**config.mk**
```make
export PLATFORM = sky130hd
export DESIGN_NAME = mmf_window
export DESIGN_NICKNAME = d
export VERILOG_FILES = /design/src/rtl/mmf_pkg.sv /design/src/rtl/mmf_window.sv
export SDC_FILE = /design/constraint.sdc
export NUM_CORES = 1
export LEC_CHECK = 0
export BUFFER_PORTS_ARGS = -buffer_cell sky130_fd_sc_hd__buf_2
export CAP_MARGIN = 20
export CORE_ASPECT_RATIO = 0.5
export CORE_MARGIN = 3
export CORE_UTILIZATION = 49
export CTS_CLUSTER_DIAMETER = 40
export DETAILED_ROUTE_END_ITERATION = 16
export PLACE_DENSITY_LB_ADDON = 0.25
export SYNTH_ARGS = -nofsm -noshare
export SYNTH_HDL_FRONTEND = slang
export SYNTH_SLANG_ARGS = --single-unit
```
**constraint.sdc**
```tcl
create_clock -name clk -period 24.6 [get_ports clk]
set_input_delay 4.92 -clock clk [delete_from_list [all_inputs] [get_ports clk]]
set_output_delay 4.92 -clock clk [all_outputs]
set_load 0.02 [all_outputs]
```
**src/rtl/mmf_pkg.sv**
```systemverilog
// Shared types and constants for the 3x3 min/max filter.
`timescale 1ns / 1ps
`default_nettype none

package mmf_pkg;

    localparam int MAX_WIDTH_DEFAULT = 1024;

    localparam int PIX_W = 8;
    localparam int ROW_W = 16;
    localparam int CFG_W = 16;
    localparam int IMG_WIDTH_W = 11;

    localparam logic [IMG_WIDTH_W-1:0] IMG_WIDTH_RESET  = 11'd640;
    localparam logic [ROW_W-1:0]       IMG_HEIGHT_RESET = 16'd480;

    // Register indexes on the configuration port
    typedef enum logic [0:0] {
        REG_IMAGE_WIDTH  = 1'b0,
        REG_IMAGE_HEIGHT = 1'b1
    } reg_index_t;

    // Result queue depth, a power of two
    localparam int FIFO_DEPTH = 8;
    localparam int FIFO_CNT_W = $clog2(FIFO_DEPTH + 1);

    // Results caused by one item, at most three
    localparam int MAX_RESULTS = 3;
    localparam int NRES_W = 2;

    // Per-item control carried down the pipeline
    typedef struct packed {
        logic             res_main;    // filtered or border result for (c-1, r-1)
        logic             interior;    // (c-1, r-1) is an interior pixel
        logic             res_right;   // right-border result for (c, r-1)
        logic             res_bottom;  // last-row pass-through for (c, r)
        logic [PIX_W-1:0] pixel;
        logic [ROW_W-1:0] row;
    } item_ctrl_t;

    // One result without its column
    typedef struct packed {
        logic [ROW_W-1:0] row;
        logic [PIX_W-1:0] min_value;
        logic [PIX_W-1:0] max_value;
        logic             last;
    } result_t;

endpackage : mmf_pkg

`default_nettype wire

```
**src/rtl/mmf_window.sv**
```systemverilog
// 3x3 window registers, min/max reduction and result formation.
`timescale 1ns / 1ps
`default_nettype none

module mmf_window #(
    parameter int COL_W = 10
) (
    input  wire logic                       clk,
    input  wire logic                       rst_n,
    input  wire logic                       s1_valid,
    input  wire mmf_pkg::item_ctrl_t        s1_ctrl,
    input  wire logic [COL_W-1:0]           s1_col,
    input  wire logic [mmf_pkg::PIX_W-1:0]  rd_a,
    input  wire logic [mmf_pkg::PIX_W-1:0]  rd_b,
    output logic      [mmf_pkg::NRES_W-1:0] push_count,
    output logic      [COL_W+$bits(mmf_pkg::result_t)-1:0] push_data [mmf_pkg::MAX_RESULTS]
);

    import mmf_pkg::*;

    localparam int ENTRY_W = COL_W + $bits(result_t);

    logic [PIX_W-1:0] win_reg [9];
    logic             s2_valid_reg;
    item_ctrl_t       s2_ctrl_reg;
    logic [COL_W-1:0] s2_col_reg;

    logic [PIX_W-1:0]  lo;
    logic [PIX_W-1:0]  hi;
    result_t           res_main;
    result_t           res_right;
    result_t           res_bottom;
    logic [NRES_W-1:0] slot;

    // Shift the window one column and load the new column from the line stores and the pixel
    always_ff @(posedge clk or negedge rst_n)
    begin
        if (!rst_n)
        begin
            for (int i = 0; i < 9; i++)
            begin
                win_reg[i] <= '0;
            end
            s2_valid_reg <= 1'b0;
        end
        else
        begin
            s2_valid_reg <= s1_valid;
            if (s1_valid)
            begin
                win_reg[0] <= win_reg[1];
                win_reg[1] <= win_reg[2];
                win_reg[2] <= rd_b;
                win_reg[3] <= win_reg[4];
                win_reg[4] <= win_reg[5];
                win_reg[5] <= rd_a;
                win_reg[6] <= win_reg[7];
                win_reg[7] <= win_reg[8];
                win_reg[8] <= s1_ctrl.pixel;
            end
        end
    end

    always_ff @(posedge clk)
    begin
        if (s1_valid)
        begin
            s2_ctrl_reg <= s1_ctrl;
            s2_col_reg  <= s1_col;
        end
    end

    always_comb
    begin
        lo = win_reg[4];
        hi = win_reg[4];
        if (s2_ctrl_reg.interior)
        begin
            for (int i = 0; i < 9; i++)
            begin
                if (win_reg[i] < lo)
                begin
                    lo = win_reg[i];
                end
                if (win_reg[i] > hi)
                begin
                    hi = win_reg[i];
                end
            end
        end
    end

    always_comb
    begin
        res_main.row       = s2_ctrl_reg.row - ROW_W'(1);
        res_main.min_value = lo;
        res_main.max_value = hi;
        res_main.last      = !s2_ctrl_reg.res_right && !s2_ctrl_reg.res_bottom;

        res_right.row       = s2_ctrl_reg.row - ROW_W'(1);
        res_right.min_value = win_reg[5];
        res_right.max_value = win_reg[5];
        res_right.last      = !s2_ctrl_reg.res_bottom;

        res_bottom.row       = s2_ctrl_reg.row;
        res_bottom.min_value = s2_ctrl_reg.pixel;
        res_bottom.max_value = s2_ctrl_reg.pixel;
        res_bottom.last      = 1'b1;
    end

    // Pack the present results into consecutive slots in raster order
    always_comb
    begin
        for (int i = 0; i < MAX_RESULTS; i++)
        begin
            push_data[i] = '0;
        end
        slot = '0;
        if (s2_ctrl_reg.res_main)
        begin
            push_data[slot] = ENTRY_W'({s2_col_reg - COL_W'(1), res_main});
            slot = slot + NRES_W'(1);
        end
        if (s2_ctrl_reg.res_right)
        begin
            push_data[slot] = ENTRY_W'({s2_col_reg, res_right});
            slot = slot + NRES_W'(1);
        end
        if (s2_ctrl_reg.res_bottom)
        begin
            push_data[slot] = ENTRY_W'({s2_col_reg, res_bottom});
            slot = slot + NRES_W'(1);
        end
        push_count = s2_valid_reg ? slot : '0;
    end

endmodule : mmf_window

`default_nettype wire

```
==> flow_metrics.tcl <==
set metrics [dict create \
    worstRegToRegCells 2 \
    flip_flop_count_of_the_largest_register_after_layout 64 \
    layout-area-overhead-vs-synth_pct 12.7 \
    postSynthNetCount 1555 \
    grt_most_used_layer "met2" \
    synth_largest_area_cell "sky130_fd_sc_hd__dfrtp_1" \
    cts_buffer_depth 2 \
    globalRoute.totalOverflow 0 \
    max-cap-violations 0 \
    port-buffer-count 187 \
    ys_seq_elements 111 \
    max_clock_freq_mhz 42.6 \
    clkLatencyLatePin_ns 0.38 \
    cp.required_ns 19.68 \
    finalMaxSlewViolations 0 \
    clock_transition_time_at_the_flip_flop_clock_pins_of_the_worst_setup_and_hold_paths_ns 0.08 \
    grt_antenna_before_repair 2 \
    count_of_nets_left_with_antenna_violations_after_detail_routing 0 \
    floorplan.io_pins 188 \
    hold_buffers 0 \
    gp_congestion 0.941 \
    hpwlAfterDp_microns 28600 \
    grt_util_met1_pct 42.9 \
    path_max_fanout 16 \
    number_of_hold_slack_violations_in_the_final_timing_report 0 \
    synth.area.top_cells "sky130_fd_sc_hd__dfrtp_1 (16%), sky130_fd_sc_hd__ha_1 (13%), sky130_fd_sc_hd__edfxtp_1 (10%)" \
    reg2reg_slack_ns 23.48 \
    finalWorstPathRequiredPeriod_ns 23.48 \
    grt_util_met2_pct 43.8 \
    worst_setup_path_end_kind "output port" \
    vias_per_cell 6.14 \
    min_delay_worst_endpoint "win_reg[56]" \
    synthesis.area_sq_mm 0.0113 \
    yosysWarningCount 0 \
    holdCritStartpoint "win_reg[48]" \
    sequential_area_share_after_synthesis_pct 26.3 \
    min_delay_path_depth 2 \
    drive_gt1_share_pct 20.6 \
    ctsRootBufferMaster "sky130_fd_sc_hd__clkbuf_16" \
    die_area_sq_mm 0.0250 \
    tritoncts_num_sinks 111 \
    fin_nets 1690 \
    result_of_the_run "finished clean" \
    standard_cell_with_the_maximum_stage_delay_on_the_critical_path "sky130_fd_sc_hd__a2111oi_0" \
    syn_area_per_cell_sq_um 8.20 \
    start_util_pct 51.0 \
    groute.layer.met3.usage_pct 5.47 \
    mostFrequentLayoutCells "sky130_fd_sc_hd__buf_2 (185), sky130_fd_sc_hd__o21ai_0 (152), sky130_fd_sc_hd__nand2_1 (127), sky130_fd_sc_hd__ha_1 (120), sky130_fd_sc_hd__inv_1 (104)" \
    worstReg2RegStart "win_reg[50]" \
    cp.arrival_ns 18.56 \
    numCtsBuffers 9 \
    most_common_cell_after_layout_fill_and_taps_aside "sky130_fd_sc_hd__buf_2" \
    synth_async_sr_flop_share_pct 65.8 \
    finClkSkew_ns 0.00830 \
    chipWidth_microns 221 \
    placementRows 38 \
    fin_crit_sh_pct 95.4 \
    yosysUniqueCellTypes 79 \
    max_slew_margin_pct 29.3 \
    critical_path_s_largest_stage_delay_ns 0.69 \
    finalSetupViolations 0 \
    total_number_of_h_tree_levels 3 \
    netlist_instances 1377 \
    tritoncts "yes" \
    first_global_vias 10400 \
    timing.critical_path.mode_cell "sky130_fd_sc_hd__a21oi_1" \
    dr.first_iter.drc_count 1033 \
    first_pass_iters 5 \
    grt.total_usage_pct 29.1 \
    r2r-end "win_reg[50]" \
    dominantRegCellSynth "sky130_fd_sc_hd__dfrtp_1" \
    grt_setup_unrepaired "false" \
    number_of_flops_mapped_to_enable_cells_by_yosys 38 \
    worst_setup_path_startpoint "win_reg[33]" \
    core_sq_mm 0.0222 \
    timing.setup.tns_ns 0 \
    critical_path_class "reg2out" \
    wirelength_microns 37400 \
    count_of_vias_placed_by_the_detailed_router 11200 \
    largest_net_degree_at_the_start_of_global_routing 100 \
    routed_wire_length_per_instance_microns 20.6 \
    holdCritPathClass "reg2reg" \
    post_cts_buffers 0 \
    fillerInstances 2035 \
    drc_errors 0 \
    max_slew.worst_pin.slew_ns 1.06 \
    dieHeight_microns 113 \
    critical_path.startpoint_type "flip-flop" \
    synth_top_area_share_pct 16.2 \
    grt_pass1_wl_microns 57200 \
]
-- synth_stat cells, drive strengths merged, types with 32 or more instances --
cell      n
ha      120
a22o     32
edfxtp   38
mux2     53
a21oi    82
o21ai   161
inv     104
and3     43
dfrtp    73
nand2   128
clkbuf   53
a21o     43
nor2b    35
nor2     82
-- per-layer routing --
layer  wire length [microns]  up-vias  part of all wire (%)
met1                   17600     5283                    47
li1                        -     5318                     -
met2                   16400      496                    44
met4                     756        2                   2.0
met3                    2710       70                   7.2
met5                      11        -                 0.029
-- worst max-delay path: cells and delay by family, from the launching register on --
| family | cells | cell delay (ns) |
|---|---|---|
| mux | 3 | 1.14 |
| flops | 1 | 0.54 |
| fa+ha+maj | 9 | 2.65 |
| simple gates | 16 | 2.19 |
| compound gates | 42 | 10.46 |
| buf+inv | 7 | 1.17 |
-- per-stage QoR --
stage	cells	hold WS [ns]	util, %	worst slack, ns	area (sq um)
2_1_floorplan	1377	0.471	-	3.00	11300
5_1_grt	1818	0.595	57.4	0.0116	12700
4_1_cts	1817	0.576	57.0	0.0668	12600
3_5_place_dp	1801	0.548	55.7	0.310	12300
6_report	1818	0.571	57.4	1.12	12700
3_3_place_gp	1801	0.535	55.7	0.803	12300
-- logic make-up after synthesis --
kind of cell	share of synthesized area, %
flops	26.3
compound gates	26.9
xor+xnor	0.310
buf+inv	6.53
simple gates	18.9
fa+ha+maj	13.6
mux	7.59
-- worst max-delay path by stage --
stage                           to
finish               push_data[98]
global route        push_data[100]
CTS                  push_data[89]
detailed placement   push_data[89]
global placement     push_data[89]
floorplan            push_data[88]
-- what timing repair did --
action                                 4_1_cts  5_1_grt
endpoints found under the hold margin        0        0
resized for setup                            1       21
setup endpoints to repair                    2       16
pin swaps                                    0        0
-- area by class of cell --
| cell class | count | area (sq um) | area share [%] |
|---|---|---|---|
| clock inverters | 6 | 52.6 | 0.413 |
| multi-input cells | 1089 | 7690 | 60.4 |
| flip-flops and latches | 111 | 2970 | 23.3 |
| inverters | 104 | 390 | 3.07 |
| diodes | 1 | 2.50 | 0.0197 |
| clock buffers | 10 | 229 | 1.80 |
| repair buffers | 197 | 1020 | 7.98 |
| well taps | 300 | 375 | 2.95 |
Power is left out: the tool's default activity adds up to more than one toggle a clock period on the data nets, which glitch-free logic cannot reach.
